[src/rtl/blfs_pkg.sv]
`timescale 1ns / 1ps
// ----------------------------------------------------------------------------
// blfs_pkg
// Shared types and band limits for the band-locked frequency stepper.
// ----------------------------------------------------------------------------
package blfs_pkg;

  localparam int FREQ_W = 28;
  localparam int STEP_W = 20;
  localparam int IDX_W  = 2;

  typedef logic [FREQ_W-1:0] freq_t;
  typedef logic [STEP_W-1:0] step_t;

  localparam freq_t BAND1_LO   = 28'd10800000;
  localparam freq_t BAND1_HI   = 28'd13600000;
  localparam freq_t BAND2_LO   = 28'd14400000;
  localparam freq_t BAND2_HI   = 28'd14600000;
  localparam freq_t BAND3_LO   = 28'd43000000;
  localparam freq_t BAND3_HI   = 28'd44000000;
  localparam freq_t OPEN_LO    = 28'd1000000;
  localparam freq_t OPEN_HI    = 28'd130000000;
  localparam freq_t RESET_FREQ = 28'd43002500;
  localparam step_t RESET_STEP = 20'd2500;

  typedef enum logic [1:0] {
    KIND_UP    = 2'd0,
    KIND_DOWN  = 2'd1,
    KIND_ENTRY = 2'd2,
    KIND_NONE  = 2'd3
  } kind_t;

  typedef enum logic [IDX_W-1:0] {
    REG_BAND_LOCK    = 2'd0,
    REG_STEP_SIZE    = 2'd1,
    REG_REVERSE_MODE = 2'd2,
    REG_UNUSED       = 2'd3
  } reg_idx_t;

  typedef struct packed {
    logic  band_lock;
    step_t step_size;
    logic  reverse_mode;
  } blfs_cfg_t;

  typedef struct packed {
    freq_t rx;
    freq_t tx;
    freq_t shown;
    logic  accepted;
  } blfs_res_t;

endpackage

[src/rtl/blfs_datapath.sv]
`timescale 1ns / 1ps
// ----------------------------------------------------------------------------
// blfs_datapath
// Next receive/transmit values for one beat: step with gap skip and wrap
// (band lock) or clamp, or range-checked direct entry.
// ----------------------------------------------------------------------------
module blfs_datapath
  import blfs_pkg::*;
(
  input  blfs_cfg_t cfg,
  input  kind_t     kind,
  input  freq_t     entry_freq,
  input  freq_t     rx_cur,
  input  freq_t     tx_cur,
  output blfs_res_t res
);

  freq_t             base;
  logic [FREQ_W:0]   up_v;
  freq_t             dn_v;
  freq_t             up_f;
  freq_t             dn_f;
  logic              entry_ok;
  freq_t             rx_n;
  freq_t             tx_n;
  logic              acc;

  assign base = cfg.reverse_mode ? tx_cur : rx_cur;

  // step up at full width, then skip gaps and wrap (band lock) or clamp
  always_comb begin
    up_v = {1'b0, base} + {{(FREQ_W + 1 - STEP_W){1'b0}}, cfg.step_size};
    if (cfg.band_lock) begin
      if (up_v > {1'b0, BAND1_HI} && up_v < {1'b0, BAND2_LO}) begin
        up_v = {1'b0, BAND2_LO};
      end
      if (up_v > {1'b0, BAND2_HI} && up_v < {1'b0, BAND3_LO}) begin
        up_v = {1'b0, BAND3_LO};
      end
      if (up_v > {1'b0, BAND3_HI}) begin
        up_v = {1'b0, BAND1_LO};
      end
    end else if (up_v > {1'b0, OPEN_HI}) begin
      up_v = {1'b0, OPEN_HI};
    end
    up_f = up_v[FREQ_W-1:0];
  end

  // step down saturating at zero, then skip gaps and wrap (band lock) or clamp
  always_comb begin
    if (base > {{(FREQ_W - STEP_W){1'b0}}, cfg.step_size}) begin
      dn_v = base - {{(FREQ_W - STEP_W){1'b0}}, cfg.step_size};
    end else begin
      dn_v = '0;
    end
    if (cfg.band_lock) begin
      if (dn_v < BAND1_LO) begin
        dn_v = BAND3_HI;
      end
      if (dn_v > BAND1_HI && dn_v < BAND2_LO) begin
        dn_v = BAND1_HI;
      end
      if (dn_v > BAND2_HI && dn_v < BAND3_LO) begin
        dn_v = BAND2_HI;
      end
    end else if (dn_v < OPEN_LO) begin
      dn_v = OPEN_LO;
    end
    dn_f = dn_v;
  end

  always_comb begin
    if (cfg.band_lock) begin
      entry_ok = (entry_freq >= BAND1_LO && entry_freq <= BAND1_HI) ||
                 (entry_freq >= BAND2_LO && entry_freq <= BAND2_HI) ||
                 (entry_freq >= BAND3_LO && entry_freq <= BAND3_HI);
    end else begin
      entry_ok = entry_freq >= OPEN_LO && entry_freq <= OPEN_HI;
    end
  end

  always_comb begin
    rx_n = rx_cur;
    tx_n = tx_cur;
    acc  = 1'b1;
    case (kind)
      KIND_UP, KIND_DOWN: begin
        if (cfg.reverse_mode) begin
          tx_n = (kind == KIND_UP) ? up_f : dn_f;
        end else begin
          rx_n = (kind == KIND_UP) ? up_f : dn_f;
          tx_n = rx_n;
        end
      end
      KIND_ENTRY: begin
        if (entry_ok) begin
          if (!cfg.reverse_mode) begin
            rx_n = entry_freq;
          end
          tx_n = entry_freq;
        end else begin
          acc = 1'b0;
        end
      end
      default: begin
        acc = 1'b1;
      end
    endcase
  end

  assign res.rx       = rx_n;
  assign res.tx       = tx_n;
  assign res.shown    = cfg.reverse_mode ? tx_n : rx_n;
  assign res.accepted = acc;

endmodule

[src/rtl/band_locked_frequency_stepper_core.sv]
`timescale 1ns / 1ps
// ----------------------------------------------------------------------------
// band_locked_frequency_stepper_core
// Receive/transmit tuning register pair with band-locked stepping and entry.
// ----------------------------------------------------------------------------
// Pipeline: input register, then result register loaded together with the
//   frequency state. Throughput: 1 beat per cycle unless out_ready stalls;
//   the state update is one add/subtract and a few constant compares
//   between the input register and the result register.
// Reset (synchronous, rst_n low): frequencies to 430.025 MHz, step 25 kHz,
//   band lock and reverse mode off, pipeline empty.
// ----------------------------------------------------------------------------
module band_locked_frequency_stepper_core
  import blfs_pkg::*;
(
  input  logic              clk,
  input  logic              rst_n,
  input  logic              cfg_wr_en,
  input  logic [IDX_W-1:0]  cfg_idx,
  input  logic [STEP_W-1:0] cfg_data,
  input  logic              in_valid,
  output logic              in_ready,
  input  logic [1:0]        in_kind,
  input  logic [FREQ_W-1:0] in_entry_freq,
  output logic              out_valid,
  input  logic              out_ready,
  output logic [FREQ_W-1:0] out_rx_freq,
  output logic [FREQ_W-1:0] out_tx_freq,
  output logic [FREQ_W-1:0] out_shown_freq,
  output logic              out_accepted
);

  blfs_cfg_t cfg_r;
  freq_t     rx_r;
  freq_t     tx_r;
  logic      stage_vld_r;
  kind_t     kind_r;
  freq_t     entry_r;
  logic      out_vld_r;
  blfs_res_t res_r;
  blfs_res_t res_nxt;
  logic      stage_adv;

  assign stage_adv = stage_vld_r && (!out_vld_r || out_ready);
  assign in_ready  = !stage_vld_r || stage_adv;

  always_ff @(posedge clk) begin
    if (!rst_n) begin
      cfg_r.band_lock    <= 1'b0;
      cfg_r.step_size    <= RESET_STEP;
      cfg_r.reverse_mode <= 1'b0;
    end else if (cfg_wr_en) begin
      case (reg_idx_t'(cfg_idx))
        REG_BAND_LOCK:    cfg_r.band_lock    <= cfg_data[0];
        REG_STEP_SIZE:    cfg_r.step_size    <= cfg_data;
        REG_REVERSE_MODE: cfg_r.reverse_mode <= cfg_data[0];
        default: begin
        end
      endcase
    end
  end

  // input register
  always_ff @(posedge clk) begin
    if (!rst_n) begin
      stage_vld_r <= 1'b0;
    end else if (in_ready) begin
      stage_vld_r <= in_valid;
    end
  end

  always_ff @(posedge clk) begin
    if (in_ready && in_valid) begin
      kind_r  <= kind_t'(in_kind);
      entry_r <= in_entry_freq;
    end
  end

  blfs_datapath u_dp (
    .cfg        (cfg_r),
    .kind       (kind_r),
    .entry_freq (entry_r),
    .rx_cur     (rx_r),
    .tx_cur     (tx_r),
    .res        (res_nxt)
  );

  // frequency state and result register advance together
  always_ff @(posedge clk) begin
    if (!rst_n) begin
      rx_r      <= RESET_FREQ;
      tx_r      <= RESET_FREQ;
      out_vld_r <= 1'b0;
    end else begin
      if (stage_adv) begin
        rx_r      <= res_nxt.rx;
        tx_r      <= res_nxt.tx;
        out_vld_r <= 1'b1;
      end else if (out_ready) begin
        out_vld_r <= 1'b0;
      end
    end
  end

  always_ff @(posedge clk) begin
    if (stage_adv) begin
      res_r <= res_nxt;
    end
  end

  assign out_valid      = out_vld_r;
  assign out_rx_freq    = res_r.rx;
  assign out_tx_freq    = res_r.tx;
  assign out_shown_freq = res_r.shown;
  assign out_accepted   = res_r.accepted;

  a_state_hold: assert property (@(posedge clk) disable iff (!rst_n)
    !stage_adv |=> $stable(rx_r) && $stable(tx_r))
    else $error("frequency state moved without a beat");

  a_no_overwrite: assert property (@(posedge clk) disable iff (!rst_n)
    stage_vld_r && !stage_adv |-> !in_ready)
    else $error("held input beat could be overwritten");

  a_adv_loads_out: assert property (@(posedge clk) disable iff (!rst_n)
    stage_adv |=> out_vld_r)
    else $error("result register not loaded after advance");

  a_out_matches_state: assert property (@(posedge clk) disable iff (!rst_n)
    out_vld_r |-> (res_r.rx == rx_r) && (res_r.tx == tx_r))
    else $error("pending result differs from frequency state");

endmodule
[config.mk]
export PLATFORM = sky130hd
export DESIGN_NAME = band_locked_frequency_stepper_core
export DESIGN_NICKNAME = d
export VERILOG_FILES = /design/src/rtl/blfs_pkg.sv /design/src/rtl/blfs_datapath.sv /design/src/rtl/band_locked_frequency_stepper_core.sv
export SDC_FILE = /design/constraint.sdc
export NUM_CORES = 1
export LEC_CHECK = 0
export ABC_CLOCK_PERIOD_IN_PS = 7700
export BUFFER_PORTS_ARGS = -buffer_cell sky130_fd_sc_hd__buf_2
export CORE_UTILIZATION = 30
export DETAILED_ROUTE_END_ITERATION = 8
export PLACE_DENSITY = 0.45
export SKIP_LAST_GASP = 1
export SYNTH_ARGS = -nofsm -noshare
export SYNTH_HDL_FRONTEND = slang
export SYNTH_SLANG_ARGS = --single-unit
[constraint.sdc]
create_clock -name clk -period 7.7 [get_ports clk]
set_input_delay 0.385 -clock clk [delete_from_list [all_inputs] [get_ports clk]]
set_output_delay 0.385 -clock clk [all_outputs]
set_load 0.05 [all_outputs]
==> Word-level counts from Yosys, hierarchy flattened <==
Index checks and enable logic that the tools add are counted.
{ "op_classes": {"add_sub_neg": 2, "n_lt_le_gt_ge": 21, "n_eq_ne": 4, "muxes": 28, "n_reduce_logical": 23} }
{ "ops": {"columns": ["cell", "n"], "rows": [
  ["two-way mux 28 bit", 18],
  ["two-way mux 29 bit", 4],
  ["one-hot mux 28 bit (2 select lines)", 2],
  ["> comparator 29 x 24 -> 1 bit, second input constant", 2],
  [">= comparator 28 x 24 -> 1 bit, second input constant", 2],
  ["> comparator 28 x 24 -> 1 bit, second input constant", 2],
  ["<= comparator 28 x 24 -> 1 bit, second input constant", 2],
  ["< comparator 28 x 24 -> 1 bit, second input constant", 2],
  ["adder 28 x 20 -> 29 bit", 1],
  ["> comparator 29 x 26 -> 1 bit, second input constant", 1],
  ["> comparator 29 x 27 -> 1 bit, second input constant", 1],
  ["< comparator 29 x 24 -> 1 bit, second input constant", 1],
  ["< comparator 29 x 26 -> 1 bit, second input constant", 1],
  [">= comparator 28 x 20 -> 1 bit, second input constant", 1],
  [">= comparator 28 x 26 -> 1 bit, second input constant", 1],
  ["> comparator 28 x 20 -> 1 bit", 1],
  ["<= comparator 28 x 26 -> 1 bit, second input constant", 1],
  ["<= comparator 28 x 27 -> 1 bit, second input constant", 1],
  ["< comparator 28 x 20 -> 1 bit, second input constant", 1],
  ["< comparator 28 x 26 -> 1 bit, second input constant", 1],
  ["subtractor 28 x 20 -> 28 bit", 1],
  ["logical AND 1 bit", 10],
  ["AND reduction 2 bit", 3],
  ["== test 2 x 1 -> 1 bit, second input constant", 2],
  ["other kinds (7)", 16]
]} }
{ "totals": {"reg_bits": 195, "inputBits": 57, "output_inout_bits": 87} }

==> Longest topological paths before layout <==
{ "depth": {"word_depth": 18, "ltp_mapped": 26} }

==> Modules after synthesis <==
A second synthesis with hierarchy kept.
{ "unflattened": {"cells_unflattened": 1846, "area_unflattened_um2": 15409.8} }
{ "modules_own_cells": {"columns": ["mod", "instances", "cells_per_inst", "area_each_um2", "seq_area_each_um2"], "rows": [
  ["blfs_datapath", 1, 1383, 8770.9, 0.0],
  ["band_locked_frequency_stepper_core", 1, 463, 6638.9, 5054.8]
]} }

==> Worst setup path before layout <==
Ideal clock, no wire load.
{ "synth_timing": {"path_kind": "reg2reg", "start": "reg cfg_r[0] in the netlist's numbering", "end": "reg res_r (netlist bit out_rx_freq[2]) (data pin)", "arrival_ns": 5.849, "setup_slack_ns": 1.573, "stages_incl_launch_ff": 25, "path_buffers": 8, "cell_sequence": "dfxtp_1 > buf_2 > buf_4 > buf_4 > buf_2 > buf_2 > buf_1 > clkbuf_1 > mux2i_1 > inv_1 > ha_1 > nand2b_1 > a21bo_4 > a2111oi_4 > nor3_1 > a221oi_2 > nand2_1 > or3_4 > or4_4 > a211o_1 > nand3_2 > buf_6 > nor3_1 > a2111oi_2 > a211oi_1"} }
{ "synth_rtl": {"columns": ["element", "line", "source"], "rows": [
  ["start, declared", "band_locked_frequency_stepper_core.sv:33", "blfs_cfg_t cfg_r;"],
  ["end signal, assigned", "band_locked_frequency_stepper_core.sv:107", "res_r <= res_nxt;"],
  ["end, declared", "band_locked_frequency_stepper_core.sv:40", "blfs_res_t res_r;"]
]} }

==> run metrics <==
Least-Margin Pin Slew 1.04 ns; via count 15,905; f_max 140 MHz; HP Start in_entry_freq[13]; CTS Root Cell clkbuf_16; number of top-level pins 144; Synth Warn # 0; top cell type's share of synthesized area 22.6%; Crit Path Max Fanout 35; clock network fraction of design power 27.0%; Setup crit start cfg_r[0]; Max Cap Viol 0; CTS tree done; Placeable Area 50,200 µm²; status finished clean; CP Buf/Inv Count 1; Flop pwr share 36.8%; critical path class register to register; CP peak stage delay 0.94 ns; VDD IR-drop max 0.160 mV; number of flops mapped to enable cells by yosys 115; period utilization 92.6%; Die H 228 µm; Pwr Density 198 nW/µm²; clk slew on worst S/H paths 0.08 ns; cts hold-fix bufs 0; final hold vios 0; Util after Layout 34.6%; Synth area leader edfxtp_1; clock latency on the worst-skew pair 0.50 ns; Int Pwr 0.00202 W; post-synthesis cell type count 104; Worst R2R Setup Slack 0.57 ns; Starting Density 30.4%; top cells by area, synth edfxtp_1 (23%), dfxtp_1 (10%), a21oi_1 (4.5%), nand2_1 (4.1%), ha_1 (3.7%); DIE WIDTH 228 µm; Finish-stage setup viols 0; die area 51,800 µm²; min-delay worst type primary input to register; GRT Overall Usage 27.3%; initial antenna violation count 0; design area 17,300 µm²; setup_tns 0 ns; GPL Wtd Cong 0.980; post-CTS setup buffers 0; critical path's top delay family compound AO/OA/AOI/OAI gates; Post-DP HPWL 55.1 mm; most common cell after layout, fill and taps aside nand2_1; Layout Nets 2,013; P&R area growth vs syn 13.5%; Final ANT Viol Nets 0; clock sink count 195; fin crit period 7.13 ns; Fin Clk Skew 0.0144 ns; Final Slew Violations 0; Synth Instances 1,809; top_reg_cell synth edfxtp_1; Worst Setup End Kind register; combinational power share 36.1%; Routed wire per std cell 27.1 µm; Net Sw Frac 41.0%; largest net degree at the start of global routing 68; Synth Cell Area 15,300 µm²; # rows 82; Net Switching 0.00141 W; # DRC 0; Lkg Pwr 6.35 nW; register area share after synthesis 33.1%; H-tree levels 4; Mapped Nets 1,913; layout cells sized above 1 17.2%; Synth async-reset ratio 0%; post-CTS sizing 0; Via density 6.13; CTS max path bufs 2; CP max-delay cell dfxtp_2; relative slew slack 30.6%; DR pass1 iterations 5; total gr overflow 0; synthesis-stage register bit count 195; most frequent cells in the layout nand2_1 (167), buf_2 (143), nor2_1 (137), a21oi_1 (137), edfxtp_1 (115); Mean Syn Cell Area 8.44 µm²; FF-to-FF Start cfg_r[0]; cts bufs inserted 17; RSZ-0062 raised after global routing no; startpoint types register; first-pass GRT wire length 103 mm; placed cell area 16,700 µm²; worst path required time 7.91 ns; number of global-route vias before repair 15,234; CP arrival 7.35 ns; Starting DRT DRC Count 1,768; drt total wl 70.4 mm; PortBufs 143; worst-path cell chain mux2_2 -> ha_1 -> buf_4 -> or4_1 -> nor3_2 -> o21a_1 -> o2111ai_1 -> nand3_1 -> nor4bb_1 -> nand4b_1 -> a211oi_1 -> o21a_1 -> o32ai_1 -> a221o_1 -> a21oi_1 -> a21oi_1
[worst register-to-register path: stages, from the launching register on]
cell and delay, ns:
dfxtp_2 0.94, mux2_2 0.54, ha_1 0.45, buf_4 0.26, or4_1 0.68, nor3_2 0.23
o21a_1 0.39, o2111ai_1 0.27, nand3_1 0.25, nor4bb_1 0.60, nand4b_1 0.19, a211oi_1 0.59
o21a_1 0.30, o32ai_1 0.11, a221o_1 0.48, a21oi_1 0.41, a21oi_1 0.17
[Yosys cell counts (all sizes together) (22+ instances only)]
library cell	n
o21ai	103
nand2	167
a31oi	28
nand3	62
mux2i	48
or2	22
o211ai	40
a211oi	37
edfxtp	115
a21oi	138
dfxtp	80
and2	31
ha	45
nand4	27
clkbuf	73
nor4	40
mux2	31
nor3	64
buf	38
inv	56
nor2	138
[power groups by stage]
| stage | combinational, W | clock (W) | sequential, W |
|---|---|---|---|
| global route | 0.00132 | 0.000987 | 0.00127 |
| CTS | 0.00122 | 0.000953 | 0.00126 |
| detailed placement | 0.00121 | 0 | 0.00128 |
| global placement | 0.00122 | 0 | 0.00128 |
| finish | 0.00124 | 0.000927 | 0.00126 |
| floorplan | 0.000705 | 0 | 0.00135 |
[metrics by stage]
step	cells	hold WS, ns	total power [W]	worst slack [ns]
finish	2595	0.0608	0.00343	0.569
global route	2594	0.0366	0.00357	0.128
CTS	2594	0.0221	0.00343	0.654
detailed placement	2562	0.480	0.00250	0.665
global placement	2562	0.474	0.00250	0.545
floorplan	1809	0.454	0.00206	1.57
[final timing paths]
| path | endpoint | cells after the start |
|---|---|---|
| setup reg to reg | out_rx_freq[6] | 16 |
| hold reg to reg | cfg_r[6] | 2 |
| hold / removal | entry_r[13] | 1 |
| setup / recovery | out_rx_freq[6] | 16 |
[registers in the layout, summed over array words and instances, names as in the netlist]
| signal | flops |
|---|---|
| out_tx_freq | 28 |
| out_shown_freq | 28 |
| out_accepted | 1 |
| out_valid | 1 |
| out_rx_freq | 28 |
| stage_vld_r | 1 |
| kind_r | 2 |
| tx_r | 28 |
| cfg_r | 22 |
| rx_r | 28 |
| entry_r | 28 |
[cells by family after synthesis]
logic type	synth area share, %
AO/OA/AOI/OAI	29.3
XOR/XNOR	0.917
adder cells (fa/ha/maj)	3.95
buffers and inverters	4.51
flip-flops	33.1
multiplexers	5.43
AND/OR/NAND/NOR	22.8
[cell type report]
type                       count  area (µm²)
antenna                        1        2.50
clock buffer                  17         425
clock inverter                15         170
fill                        5312       32800
inverter                      58         220
multi-input combinational   1445        9540
sequential                   195        5060
tap                          672         841
timing repair buffer         192        1080
[routing by layer]
metal | up-vias | GRT usage [%] | routed length, µm
li1 | 7235 | - | -
met1 | 7842 | 37.9 | 32200
met2 | 709 | 40.9 | 30500
met3 | 119 | 4.41 | 4640
met4 | 0 | 13.2 | 3020
met5 | - | 0 | 0
Power figures use the tool's default switching activity.
